===== src/rtl/core/sdpm_pkg.sv =====
// Shared constants for the stick dead zone pointer mover.
// Scaling constants, register indexes and field widths; no dependencies.
package sdpm_pkg;

    // Scale of one raw axis sample; the dead zone is measured against it.
    localparam int AXIS_FULL_SCALE = 32768;
    // Sub-pixel units per whole pixel; must be a power of two.
    localparam int MOTION_DIVISOR  = 4096;
    localparam int MOTION_SHIFT    = $clog2(MOTION_DIVISOR);

    // Largest scaled axis value.
    localparam int Q_LIMIT = 262144;

    localparam int AXIS_W  = 16;
    localparam int ACC_W   = 17;
    localparam int REL_W   = 5;
    localparam int DZ_W    = 15;
    localparam int SCALE_W = 20;
    localparam int Q_W     = 20;

    localparam logic [DZ_W-1:0] DEAD_ZONE_RESET = 15'd3000;
    localparam logic            IN_MENU_RESET   = 1'b1;

    // Configuration register indexes
    localparam logic REG_DEAD_ZONE = 1'b0;
    localparam logic REG_IN_MENU   = 1'b1;

endpackage


===== src/rtl/core/stick_deadzone_pointer_mover_top.sv =====
// Radial scaled dead zone for an analog stick, driving a pointer position.
// One shared multiplier and one shared subtractor under a sequencer.
// Depends on sdpm_pkg.
//
//  channel   direction  fields
//  -------   ---------  ----------------------------------------------------
//  s_axis    in         tuser: mode; tdata: stick_x, stick_y, set_pointer_x/y
//  m_axis    out        tuser: moved, warp; tdata: pointer_x/y, rel_x/y
//  cfg       in         index 0 dead_zone, index 1 in_menu
//
// Outside the dead zone a stick sample goes from input beat to loaded result
// through two squarings, 16 square root steps, a check, one denominator multiply,
// and per axis two multiplies, a range check and a 20 step restoring divide; the
// root, range checks and divides use the shared subtractor. Inside the dead zone
// it skips scaling and a set-position beat goes straight to the result; the next
// beat can be taken the cycle after the result is loaded. Synchronous active-low
// reset loads dead_zone 3000, in_menu 1 and clears accumulators and position.
// Input and configuration beats are taken only when the sequencer is idle, and
// configuration only while no input beat is offered; a finished result waits in
// the output register; the block stalls at the end of the next item if still full.
module stick_deadzone_pointer_mover_top
    import sdpm_pkg::*;
(
    input  logic        i_clk,
    input  logic        i_rst_n,
    // s_axis
    input  logic        i_s_tvalid,
    output logic        o_s_tready,
    input  logic [63:0] i_s_tdata,   // [15:0] stick_x, [31:16] stick_y,
                                     // [47:32] set_pointer_x, [63:48] set_pointer_y
    input  logic        i_s_tuser,   // [0] mode
    // m_axis
    output logic        o_m_tvalid,
    input  logic        i_m_tready,
    output logic [47:0] o_m_tdata,   // [15:0] pointer_x, [31:16] pointer_y,
                                     // [36:32] rel_x, [41:37] rel_y, [47:42] zero
    output logic [1:0]  o_m_tuser,   // [0] moved, [1] warp
    // configuration writes
    input  logic        i_cfg_valid,
    output logic        o_cfg_ready,
    input  logic        i_cfg_index,
    input  logic [14:0] i_cfg_data
);

    localparam logic [3:0] S_IDLE  = 4'd0;
    localparam logic [3:0] S_SQX   = 4'd1;
    localparam logic [3:0] S_SQY   = 4'd2;
    localparam logic [3:0] S_SQRT  = 4'd3;
    localparam logic [3:0] S_CHK   = 4'd4;
    localparam logic [3:0] S_DEN   = 4'd5;
    localparam logic [3:0] S_NUM1  = 4'd6;
    localparam logic [3:0] S_NUM2  = 4'd7;
    localparam logic [3:0] S_PRE   = 4'd8;
    localparam logic [3:0] S_DIV   = 4'd9;
    localparam logic [3:0] S_STORE = 4'd10;
    localparam logic [3:0] S_ACC   = 4'd11;
    localparam logic [3:0] S_MOVE  = 4'd12;
    localparam logic [3:0] S_DONE  = 4'd13;

    localparam int SUB_W = 52;

    localparam logic [15:0] FS16 = 16'(AXIS_FULL_SCALE);

    // Control and state
    logic [3:0]              r_state;
    logic [DZ_W-1:0]         r_dead_zone;
    logic                    r_in_menu;
    logic signed [ACC_W-1:0] r_acc_x, r_acc_y;
    logic signed [15:0]      r_pos_x, r_pos_y;
    logic                    r_out_valid;
    logic [4:0]              r_cnt;
    logic                    r_axis;

    // Datapath payload
    logic [15:0]               r_ax, r_ay;
    logic                      r_negx, r_negy;
    logic [31:0]               r_n, r_res, r_bit, r_den;
    logic [47:0]               r_num;
    logic [50:0]               r_div;
    logic [Q_W-1:0]            r_q;
    logic                      r_ovf;
    logic signed [SCALE_W-1:0] r_sx, r_sy;
    logic                      r_moved;
    logic [REL_W-1:0]          r_rel_x, r_rel_y;
    logic [47:0]               r_out_tdata;
    logic [1:0]                r_out_tuser;

    // Shared units
    logic [31:0]      mul_a;
    logic [15:0]      mul_b;
    logic [47:0]      mul_p;
    logic [SUB_W-1:0] sub_a, sub_b;
    logic [SUB_W:0]   sub_diff;
    logic             sub_ge;

    logic [15:0] m_val, m_minus_d, ax_in, ay_in;
    logic        zero_scale;
    logic [18:0] q_clamped;
    logic [SCALE_W-1:0] scaled;

    logic signed [20:0] sum_x, sum_y;
    logic signed [ACC_W-1:0] sat_x, sat_y;
    logic signed [17:0] bias_x, bias_y, rel_fx, rel_fy, rem_x, rem_y;
    logic signed [18:0] pos_sx, pos_sy;
    logic signed [15:0] sat_px, sat_py;

    function automatic logic signed [ACC_W-1:0] sat_acc(input logic signed [20:0] v);
        if (v > 21'sd65535) begin
            sat_acc = 17'sd65535;
        end else if (v < -21'sd65536) begin
            sat_acc = -17'sd65536;
        end else begin
            sat_acc = v[ACC_W-1:0];
        end
    endfunction

    function automatic logic signed [15:0] sat_pos(input logic signed [18:0] v);
        if (v > 19'sd32767) begin
            sat_pos = 16'sd32767;
        end else if (v < -19'sd32768) begin
            sat_pos = -16'sd32768;
        end else begin
            sat_pos = v[15:0];
        end
    endfunction

    assign ax_in = i_s_tdata[15] ? 16'(~i_s_tdata[15:0] + 16'd1) : i_s_tdata[15:0];
    assign ay_in = i_s_tdata[31] ? 16'(~i_s_tdata[31:16] + 16'd1) : i_s_tdata[31:16];

    assign m_val      = r_res[15:0];
    assign m_minus_d  = m_val - {1'b0, r_dead_zone};
    assign zero_scale = (m_val == 16'd0) || (m_val < {1'b0, r_dead_zone})
                        || ({1'b0, r_dead_zone} >= FS16);

    always_comb begin
        mul_a = {16'd0, r_ax};
        mul_b = r_ax;
        case (r_state)
            S_SQX: begin
                mul_a = {16'd0, r_ax};
                mul_b = r_ax;
            end
            S_SQY: begin
                mul_a = {16'd0, r_ay};
                mul_b = r_ay;
            end
            S_DEN: begin
                mul_a = {16'd0, m_val};
                mul_b = FS16 - {1'b0, r_dead_zone};
            end
            S_NUM1: begin
                mul_a = {16'd0, (r_axis ? r_ay : r_ax)};
                mul_b = m_minus_d;
            end
            S_NUM2: begin
                mul_a = r_num[31:0];
                mul_b = FS16;
            end
            default: begin
                mul_a = {16'd0, r_ax};
                mul_b = r_ax;
            end
        endcase
    end

    assign mul_p = 48'(mul_a) * 48'(mul_b);

    always_comb begin
        sub_a = SUB_W'(r_num);
        sub_b = {1'b0, r_div};
        case (r_state)
            S_SQRT: begin
                sub_a = SUB_W'(r_n);
                sub_b = SUB_W'(r_res + r_bit);
            end
            S_PRE: begin
                sub_a = SUB_W'(r_num);
                sub_b = {r_den, 20'd0};
            end
            default: begin
                sub_a = SUB_W'(r_num);
                sub_b = {1'b0, r_div};
            end
        endcase
    end

    assign sub_diff = {1'b0, sub_a} - {1'b0, sub_b};
    assign sub_ge   = ~sub_diff[SUB_W];

    assign q_clamped = (r_ovf || (r_q > Q_W'(Q_LIMIT))) ? 19'(Q_LIMIT) : r_q[18:0];
    assign scaled    = (r_axis ? r_negy : r_negx) ? SCALE_W'(20'd0 - {1'b0, q_clamped})
                                                  : {1'b0, q_clamped};

    assign sum_x = 21'(r_acc_x) + 21'(r_sx);
    assign sum_y = 21'(r_acc_y) + 21'(r_sy);
    assign sat_x = sat_acc(sum_x);
    assign sat_y = sat_acc(sum_y);

    // Truncate toward zero: bias negatives by divisor minus one before the shift
    assign bias_x = 18'(r_acc_x) + (r_acc_x[ACC_W-1] ? 18'(MOTION_DIVISOR - 1) : 18'sd0);
    assign bias_y = 18'(r_acc_y) + (r_acc_y[ACC_W-1] ? 18'(MOTION_DIVISOR - 1) : 18'sd0);
    assign rel_fx = bias_x >>> MOTION_SHIFT;
    assign rel_fy = bias_y >>> MOTION_SHIFT;
    assign rem_x  = 18'(r_acc_x) - (rel_fx <<< MOTION_SHIFT);
    assign rem_y  = 18'(r_acc_y) - (rel_fy <<< MOTION_SHIFT);
    assign pos_sx = 19'(r_pos_x) + 19'(rel_fx);
    assign pos_sy = 19'(r_pos_y) + 19'(rel_fy);
    assign sat_px = sat_pos(pos_sx);
    assign sat_py = sat_pos(pos_sy);

    always_ff @(posedge i_clk) begin
        if (!i_rst_n) begin
            r_state     <= S_IDLE;
            r_dead_zone <= DEAD_ZONE_RESET;
            r_in_menu   <= IN_MENU_RESET;
            r_acc_x     <= '0;
            r_acc_y     <= '0;
            r_pos_x     <= '0;
            r_pos_y     <= '0;
            r_out_valid <= 1'b0;
            r_cnt       <= '0;
            r_axis      <= 1'b0;
        end else begin
            if (i_cfg_valid && o_cfg_ready) begin
                case (i_cfg_index)
                    REG_DEAD_ZONE: r_dead_zone <= i_cfg_data;
                    REG_IN_MENU:   r_in_menu   <= i_cfg_data[0];
                    default:       r_dead_zone <= r_dead_zone;
                endcase
            end

            // Load on a finished item, otherwise drop the beat once taken
            if ((r_state == S_DONE) && (!r_out_valid || i_m_tready)) begin
                r_out_valid <= 1'b1;
            end else if (r_out_valid && i_m_tready) begin
                r_out_valid <= 1'b0;
            end

            case (r_state)
                S_IDLE: begin
                    if (i_s_tvalid) begin
                        r_moved <= 1'b0;
                        r_rel_x <= '0;
                        r_rel_y <= '0;
                        r_ax    <= ax_in;
                        r_ay    <= ay_in;
                        r_negx  <= i_s_tdata[15];
                        r_negy  <= i_s_tdata[31];
                        r_axis  <= 1'b0;
                        if (i_s_tuser) begin
                            r_pos_x <= i_s_tdata[47:32];
                            r_pos_y <= i_s_tdata[63:48];
                            r_state <= S_DONE;
                        end else begin
                            r_state <= S_SQX;
                        end
                    end
                end
                S_SQX: begin
                    r_n     <= mul_p[31:0];
                    r_state <= S_SQY;
                end
                S_SQY: begin
                    r_n     <= r_n + mul_p[31:0];
                    r_res   <= '0;
                    r_bit   <= 32'h4000_0000;
                    r_state <= S_SQRT;
                end
                S_SQRT: begin
                    if (sub_ge) begin
                        r_n   <= sub_diff[31:0];
                        r_res <= (r_res >> 1) + r_bit;
                    end else begin
                        r_res <= r_res >> 1;
                    end
                    r_bit <= r_bit >> 2;
                    if (r_bit == 32'd1) begin
                        r_state <= S_CHK;
                    end
                end
                S_CHK: begin
                    if (zero_scale) begin
                        r_sx    <= '0;
                        r_sy    <= '0;
                        r_state <= S_ACC;
                    end else begin
                        r_state <= S_DEN;
                    end
                end
                S_DEN: begin
                    r_den   <= mul_p[31:0];
                    r_state <= S_NUM1;
                end
                S_NUM1: begin
                    r_num   <= mul_p;
                    r_state <= S_NUM2;
                end
                S_NUM2: begin
                    r_num   <= mul_p;
                    r_state <= S_PRE;
                end
                S_PRE: begin
                    // Quotient too large for 20 bits: flag it so the result is clamped
                    r_ovf   <= sub_ge;
                    r_div   <= {r_den, 19'd0};
                    r_q     <= '0;
                    r_cnt   <= 5'd19;
                    r_state <= S_DIV;
                end
                S_DIV: begin
                    if (sub_ge) begin
                        r_num <= sub_diff[47:0];
                    end
                    r_q   <= {r_q[Q_W-2:0], sub_ge};
                    r_div <= r_div >> 1;
                    r_cnt <= r_cnt - 5'd1;
                    if (r_cnt == 5'd0) begin
                        r_state <= S_STORE;
                    end
                end
                S_STORE: begin
                    if (r_axis) begin
                        r_sy    <= scaled;
                        r_state <= S_ACC;
                    end else begin
                        r_sx    <= scaled;
                        r_axis  <= 1'b1;
                        r_state <= S_NUM1;
                    end
                end
                S_ACC: begin
                    r_acc_x <= sat_x;
                    r_acc_y <= sat_y;
                    r_state <= S_MOVE;
                end
                S_MOVE: begin
                    if ((r_acc_x != '0) || (r_acc_y != '0)) begin
                        r_moved <= 1'b1;
                        r_rel_x <= rel_fx[REL_W-1:0];
                        r_rel_y <= rel_fy[REL_W-1:0];
                        r_acc_x <= rem_x[ACC_W-1:0];
                        r_acc_y <= rem_y[ACC_W-1:0];
                        r_pos_x <= sat_px;
                        r_pos_y <= sat_py;
                    end
                    r_state <= S_DONE;
                end
                S_DONE: begin
                    // Hold until the output register is free or being drained
                    if (!r_out_valid || i_m_tready) begin
                        r_out_tdata <= {6'd0, r_rel_y, r_rel_x, r_pos_y, r_pos_x};
                        r_out_tuser <= {r_in_menu, r_moved};
                        r_state     <= S_IDLE;
                    end
                end
                default: begin
                    r_state <= S_IDLE;
                end
            endcase
        end
    end

    assign o_s_tready  = (r_state == S_IDLE);
    assign o_m_tvalid  = r_out_valid;
    assign o_m_tdata   = r_out_tdata;
    assign o_m_tuser   = r_out_tuser;
    // Take register writes only between items
    assign o_cfg_ready = (r_state == S_IDLE) && !i_s_tvalid;

    // An accepted beat makes the sequencer busy on the next cycle
    a_busy_after_accept: assert property (
        @(posedge i_clk) disable iff (!i_rst_n)
        i_s_tvalid && o_s_tready |=> !o_s_tready
    ) else $error("input still ready after accepting a beat");

    // No move means no step
    a_no_move_no_rel: assert property (
        @(posedge i_clk) disable iff (!i_rst_n)
        o_m_tvalid && !o_m_tuser[0] |-> (o_m_tdata[41:32] == 10'd0)
    ) else $error("step reported without a move");

    // After a move only a sub-pixel remainder is left
    a_remainder_small: assert property (
        @(posedge i_clk) disable iff (!i_rst_n)
        $past(r_state == S_MOVE) |->
            (r_acc_x > -17'(MOTION_DIVISOR)) && (r_acc_x < 17'(MOTION_DIVISOR)) &&
            (r_acc_y > -17'(MOTION_DIVISOR)) && (r_acc_y < 17'(MOTION_DIVISOR))
    ) else $error("accumulator remainder out of range");

endmodule

===== config.mk =====
export PLATFORM = sky130hd
export DESIGN_NAME = stick_deadzone_pointer_mover_top
export DESIGN_NICKNAME = d
export VERILOG_FILES = /design/src/rtl/core/sdpm_pkg.sv /design/src/rtl/core/stick_deadzone_pointer_mover_top.sv
export SDC_FILE = /design/constraint.sdc
export NUM_CORES = 2
export LEC_CHECK = 0
export BUFFER_PORTS_ARGS = -buffer_cell sky130_fd_sc_hd__buf_2
export CAP_MARGIN = 20
export CELL_PAD_IN_SITES_DETAIL_PLACEMENT = 0
export CELL_PAD_IN_SITES_GLOBAL_PLACEMENT = 1
export CORE_ASPECT_RATIO = 0.7
export CORE_MARGIN = 10
export CORE_UTILIZATION = 54
export CTS_CLUSTER_DIAMETER = 30
export DETAILED_ROUTE_END_ITERATION = 6
export PLACE_DENSITY_LB_ADDON = 0.25
export SYNTH_ARGS = -nofsm -noshare
export SYNTH_HDL_FRONTEND = slang
export SYNTH_SLANG_ARGS = --single-unit

===== constraint.sdc =====
create_clock -name i_clk -period 24.3 [get_ports i_clk]
set_input_delay 2.43 -clock i_clk [delete_from_list [all_inputs] [get_ports i_clk]]
set_output_delay 2.43 -clock i_clk [all_outputs]
set_load 0.01 [all_outputs]

; Yosys cells after proc, flatten, opt, wreduce, memory -nomap -nowiden
; Index checks and enable logic that the tools add are counted.
[totals]
mem_bits_ro = 0
out_inout_bits = 53
latch_bits = 0
mem_count = 0
ramBits = 0
elab_cells = 197
input_bits = 86
regBits = 470
[classes]
mul = 1
n_bitwise = 4
eq_ne = 25
addsub = 18
reduce_logical = 42
n_mux = 66
div_mod_pow = 0
shift = 0
magnitude_cmp = 10
[op_table]
columns = operator, count
row1 = 16-bit two-way mux, 11
row2 = 32-bit case mux with 2 select lines, 2
row3 = 32-bit case mux with 4 select lines, 1
row4 = 20-bit case mux with 2 select lines, 3
row5 = 52-bit case mux with 2 select lines, 1
row6 = 17-bit two-way mux, 6
row7 = 51-bit case mux with 2 select lines, 1
row8 = 48-bit two-way mux, 2
row9 = 32-bit case mux with 3 select lines, 1
row10 = 48-bit case mux with 2 select lines, 1
row11 = 20-bit two-way mux, 4
row12 = 17-bit case mux with 2 select lines, 2
row13 = 32-bit two-way mux, 2
row14 = 16-bit case mux with 2 select lines, 2
row15 = 16-bit case mux with 4 select lines, 1
row16 = 4-bit case mux with 14 select lines, 1
row17 = 52-bit by 52-bit subtractor with 53-bit output, 1
row18 = 32-bit by 16-bit multiplier with 48-bit output, 1
row19 = 17-bit by 20-bit adder with 21-bit output, 2
row20 = "21-bit by 17-bit greater-than comparator with 1-bit output, second input constant", 2
row21 = "21-bit by 17-bit less-than comparator with 1-bit output, second input constant", 2
row22 = 17-bit by 13-bit adder with 18-bit output, 2
row23 = 16-bit by 6-bit adder with 17-bit output, 2
row24 = "17-bit by 16-bit greater-than comparator with 1-bit output, second input constant", 2
row25 = other kinds (42), 111

; Logic depth before layout (Yosys ltp)
[logic_depth]
word_depth = 8
mapped_depth = 46
mapped_depth_nobuf = 45

; Least setup slack after synthesis
; No wires, ideal clock.
[synth_timing]
kind = register to register
startpoint = register r_res[0]
endpoint = register r_n[31], data pin
path_buffers = 1
stages_incl_launch_ff = 46
setup_time_ns = 0.261
synth_period_minus_slack_ns = 9.444
required_time_ns = 24.039
arrival_time_ns = 9.184
path_slack_ns = 14.856
path_cell_list = edfxtp_1 -> inv_1 -> ha_1 -> inv_1 -> fa_1 -> a21o_1 -> a21oi_1 -> o21ai_0 -> a21oi_1 -> xnor2_1 -> a21oi_1 -> nor2_1 -> clkbuf_1 -> nand2_1 -> fa_1 -> inv_1 -> fa_1 -> fa_1 -> [... 10 more ...] -> a211oi_2 -> nand2_1 -> nand2_1 -> o21ai_1 -> a21o_1 -> a21oi_1 -> xnor2_1 -> ha_1 -> nand4_1 -> nor2_1 -> nor2_1 -> nand2_1 -> a21oi_2 -> a21o_1 -> o41a_1 -> a21oi_2 -> xnor2_1 -> a221o_1
[synth_between]
elab_chain_cells = 5
elab_cells_between_ends = 10
cone_classes = add/sub (4) / mul (1) / mux (5)
[synth_rtl]
columns = item, line
row1 = "start, declared", stick_deadzone_pointer_mover_top.sv:77  ; logic [31:0] r_n, r_res, r_bit, r_den;
row2 = "start signal, assigned", stick_deadzone_pointer_mover_top.sv:272  ; r_res <= (r_res >> 1) + r_bit;
row3 = "start signal, assigned", stick_deadzone_pointer_mover_top.sv:274  ; r_res <= r_res >> 1;
row4 = 16-bit by 15-bit subtractor with 16-bit output, stick_deadzone_pointer_mover_top.sv:131  ; assign m_minus_d = m_val - {1'b0, r_dead_zone};
row5 = 16-bit case mux with 4 select lines, stick_deadzone_pointer_mover_top.sv:138  ; case (r_state)
row6 = 32-bit by 16-bit multiplier with 48-bit output (*), stick_deadzone_pointer_mover_top.sv:166  ; assign mul_p = 48'(mul_a) * 48'(mul_b);
row7 = named net mul_p[20], stick_deadzone_pointer_mover_top.sv:91  ; logic [47:0] mul_p;
row8 = 32-bit adder (*), stick_deadzone_pointer_mover_top.sv:264  ; r_n <= r_n + mul_p[31:0];
row9 = 32-bit case mux with 3 select lines (*), stick_deadzone_pointer_mover_top.sv:239  ; case (r_state)
row10 = "end signal, assigned", stick_deadzone_pointer_mover_top.sv:260  ; r_n <= mul_p[31:0];
row11 = "end signal, assigned", stick_deadzone_pointer_mover_top.sv:264
row12 = "end signal, assigned", stick_deadzone_pointer_mover_top.sv:271  ; r_n <= sub_diff[31:0];
row13 = "end, declared", stick_deadzone_pointer_mover_top.sv:77
; The timed path passes the listed nets; every way through them passes the cells marked *. The select of a mux whose other input is x is not followed.
; A chain may end at the register's enable or synchronous reset.

; Worst setup path in the final report
[layout_timing]
startpoint = register r_state[0]
endpoint = register r_n[30], data pin
[layout_between]
elab_chain_cells = 5
elab_cells_between_ends = 16
cone_classes = add/sub (2) / mul (1) / eq/ne (7) / mux (6)
[layout_rtl]
columns = item, line
row1 = "start, declared", stick_deadzone_pointer_mover_top.sv:65  ; logic [3:0] r_state;
row2 = "start signal, assigned", stick_deadzone_pointer_mover_top.sv:213  ; r_state <= S_IDLE;
row3 = "start signal, assigned", stick_deadzone_pointer_mover_top.sv:253  ; r_state <= S_DONE;
row4 = "start signal, assigned", stick_deadzone_pointer_mover_top.sv:255  ; r_state <= S_SQX;
row5 = 4-bit by 3-bit equality test with 1-bit output / 4-bit by 2-bit equality test with 1-bit output (equally long branches), stick_deadzone_pointer_mover_top.sv:138
row6 = 32-bit case mux with 4 select lines / 16-bit case mux with 4 select lines (equally long branches), stick_deadzone_pointer_mover_top.sv:138
row7 = 32-bit by 16-bit multiplier with 48-bit output (*), stick_deadzone_pointer_mover_top.sv:166
row8 = named net mul_p[16], stick_deadzone_pointer_mover_top.sv:91
row9 = 32-bit adder (*), stick_deadzone_pointer_mover_top.sv:264
row10 = 32-bit case mux with 3 select lines (*), stick_deadzone_pointer_mover_top.sv:239
; Marks and branches as above.

==> impl_metrics.yaml <==
floorplan:
  dieWidth_um: 371.6
  start_util: 0.5437
  rows: 90
  coreArea_mm2: 0.08592
  dieArea_mm2: 0.09886
  die_h_um: 266.1
  ios: 139
critical_path:
  path_depth: 37
  worstSetupPathType: "register to register"
  critPathSlowestCell: "nor2_1"
  cp-start-kind: "register"
  cp_top_family: "adder cells"
  cp.required_ns: 24.74
  reg2reg_depth: 37
  cp_num_buf_inv: 7
  cp.arrival_ns: 11.72
  startpoint: "r_state[0]$_SDFFE_PN0P_"
  max_stage_delay_ns: 0.78
  r2r-start: "r_state[0]$_SDFFE_PN0P_"
  crit_fanout: 32
  worst_setup_path_end_kind: "register"
clock_network:
  cts_tree: "built"
  ctsResizeCount: 0
  clk_latency_ns: 0.71
  clock-sinks: 454
  numCtsBuffers: 98
  postCtsSetupBuffers: 0
  hold_buffers: 0
  clk_pin_slew_worst_paths_ns: 0.05
  cts-root-buf: "clkbuf_16"
  cts_buffer_depth: 3
  ctsHtreeMaxLevel: 3
synth:
  syn_avg_cell_area_um2: 9.017
  synth_top_area_frac: 0.2320
  synth.area.top_cells: "edfxtp_1, fa_1, ha_1, nand2_1, inv_1"
  netlist-cell-type-count: 97
  yosys_warnings: 0
  synth_area_mm2: 0.04672
  synth_edf_count: 361
  async_reset_ff_frac: 0
  synth_area_leader_cell: "edfxtp_1"
  synth_seq_cells: 454
  synth_top_flop_cell: "edfxtp_1"
  synth-seq-area-share: 0.2719
  netlist_instances: 5181
detailed_routing:
  firstDrtPassIters: 7
  ant_nets: 0
  post-route-drc-count: 2
  wl_per_cell_um: 21.01
  postRouteWirelength_um: 142100
  first_iter_violations: 4238
  post_drt_via_cell_ratio: 5.813
  vias: 39310
sta:
  fin_crit_sh: 0.4645
  rsz0062_at_grt: "false"
  skew_ns: 0.06702
  fin_tns_setup_ns: 0
  report.final.hold_viol_count: 0
  maxSlewHeadroom: 0.1958
  setup_viol: 0
  max_freq_mhz: 88.59
  worstMarginPinSlew_ns: 1.198
  final_max_slew_viol_count: 0
  period_needed_ns: 11.29
global_route:
  antenna_found_initial: 3
  grt_overflow: 0
  grt_pass1_wl_um: 221900
  grt_max_degree: 156
  grt_usage: 0.2867
  grt_pass1_vias: 37610
  met3_usage: 0.1133
  grt.busiest_layer: "met1"
  grtUsageMet2: 0.3666
  use_met1: 0.4427
hold_path:
  min_path_type: "register to register"
  min_path_cells: 0
  min_from: "r_rel_y[0]$_SDFFCE_PN0P_"
layout:
  fillers: 7475
  post_route_cells_drive_above_1_share: 0.08555
  fin_nets: 6390
  syn_to_final_growth_pct: 13.77
run_status:
  violations: "DRC"
  status: "finished with violations"
placed_design:
  portBuffers: 132
  place_congestion: 0.9373
  dp_hpwl_um: 109600
job:
  max-cap-violations: 0
-- worst paths after layout --
path	endpoint	slack (ns)
setup reg to reg	r_n[30]$_DFFE_PP_	13.01
setup / recovery	r_n[30]$_DFFE_PP_	13.01
hold reg to reg	o_m_tdata[37]$_DFFE_PP_	0.42
hold / removal	o_m_tdata[37]$_DFFE_PP_	0.42
-- final cells by class --
| class | instances | area [um^2] | share of cell area |
|---|---|---|---|
| sequential | 454 | 12700 | 0.2390 |
| tap | 1150 | 1439 | 0.02707 |
| clock inverter | 72 | 975.9 | 0.01836 |
| inverter | 558 | 2097 | 0.03945 |
| timing repair buffer | 212 | 1292 | 0.02432 |
| antenna | 2 | 5.005 | 0.00009416 |
| multi-input combinational | 4201 | 32070 | 0.6033 |
| clock buffer | 114 | 2572 | 0.04840 |
-- cell families (layout without fill, tap and decap cells) --
kind of cell / after synthesis / in the layout / share of synthesized area
buffers and inverters: 770 / 956 / 0.06385
multiplexers: 45 / 45 / 0.01002
other: 2 / 248 / 0.0001608
AND/OR/NAND/NOR: 1669 / 1669 / 0.1614
flip-flops: 454 / 454 / 0.2719
adder cells (fa/ha/maj): 780 / 780 / 0.2772
AO/OA/AOI/OAI: 1178 / 1178 / 0.1623
XOR/XNOR: 283 / 283 / 0.05322
-- synth_stat cells (15+ instances only) --
cell type,count
a211oi_1,41
a21o_1,76
a21oi_1,351
a221oi_1,19
a22oi_1,16
a31o_2,15
a31oi_1,65
and2_1,94
and3_1,55
buf_2,15
clkbuf_1,172
dfxtp_1,93
edfxtp_1,361
fa_1,425
ha_1,354
inv_1,557
mux2i_1,31
nand2_1,734
nand2b_1,53
nand3_1,80
nand4_1,44
nor2_1,374
nor2b_1,59
nor3_1,71
nor4_1,32
o211ai_1,54
o21a_1,36
o21ai_0,263
o21ai_1,15
o21bai_1,32
o221ai_1,18
o31ai_1,20
or3_1,23
xnor2_1,174
xor2_1,108
-- per-stage QoR --
step / utilization / hold slack, ns / setup slack, ns / std cells / cell area [um^2]
after global placement: 0.5764 / 0.4017 / 13.12 / 6568 / 49530
after global routing: 0.6186 / 0.4371 / 12.31 / 6763 / 53150
final: 0.6186 / 0.4188 / 13.01 / 6763 / 53150
after floorplan: - / 0.4003 / 14.86 / 5425 / 47630
after CTS: 0.6181 / 0.4210 / 13.05 / 6757 / 53110
after detailed placement: 0.5768 / 0.4084 / 13.09 / 6571 / 49560
-- sequential cells by signal, indices dropped and copies added, names as in the netlist, 2 cells and up --
register	count
r_pos_x	16
r_sy	20
o_m_tuser	2
r_den	32
r_acc_x	17
r_n	32
r_ax	16
r_acc_y	17
r_pos_y	16
r_ay	16
r_rel_x	5
r_res	32
r_state	4
o_m_tdata	42
r_sx	20
r_cnt	5
r_dead_zone	15
r_div	51
r_q	20
r_rel_y	5
r_num	48
r_bit	16
-- worst reg2reg max path: cells and delay by family, from the launching register on --
kind,cells,cell delay [ns]
AOI/OAI and AO/OA,12,3.12
xor gates and xnor gates,1,0.30
adders and majority gates,8,3.83
buffers and inverters,7,1.12
DFF,1,0.52
muxes,1,0.20
and+or+nand+nor,8,1.94
-- per-layer routing --
layer  wire length [um]  part of all wire  vias to the layer above
li1                   -                 -                    18310
met1              66860              0.47                    19010
met2              53810              0.38                     1813
met3              18680              0.13                      179
met4               2721             0.019                        0
met5                  0                 0                        -
-- cells in the final DEF (no fill, tap or decap), types with 54 or more instances in the layout --
| master | instances |
|---|---|
| xnor2_1 | 174 |
| a21oi_1 | 347 |
| dfxtp_1 | 93 |
| buf_2 | 132 |
| conb_1 | 246 |
| a21o_1 | 76 |
| clkbuf_16 | 98 |
| o21ai_0 | 263 |
| nand3_1 | 80 |
| nand2_1 | 733 |
| ha_1 | 354 |
| o211ai_1 | 54 |
| xor2_1 | 108 |
| and2_1 | 94 |
| nor2_1 | 368 |
| edfxtp_1 | 361 |
| nor2b_1 | 59 |
| a31oi_1 | 63 |
| and3_1 | 55 |
| buf_4 | 76 |
| nor3_1 | 66 |
| inv_1 | 555 |
| fa_1 | 425 |
Power is not shown: default switching activity piles up to over one toggle a cycle in this logic, so the estimate is an artifact.
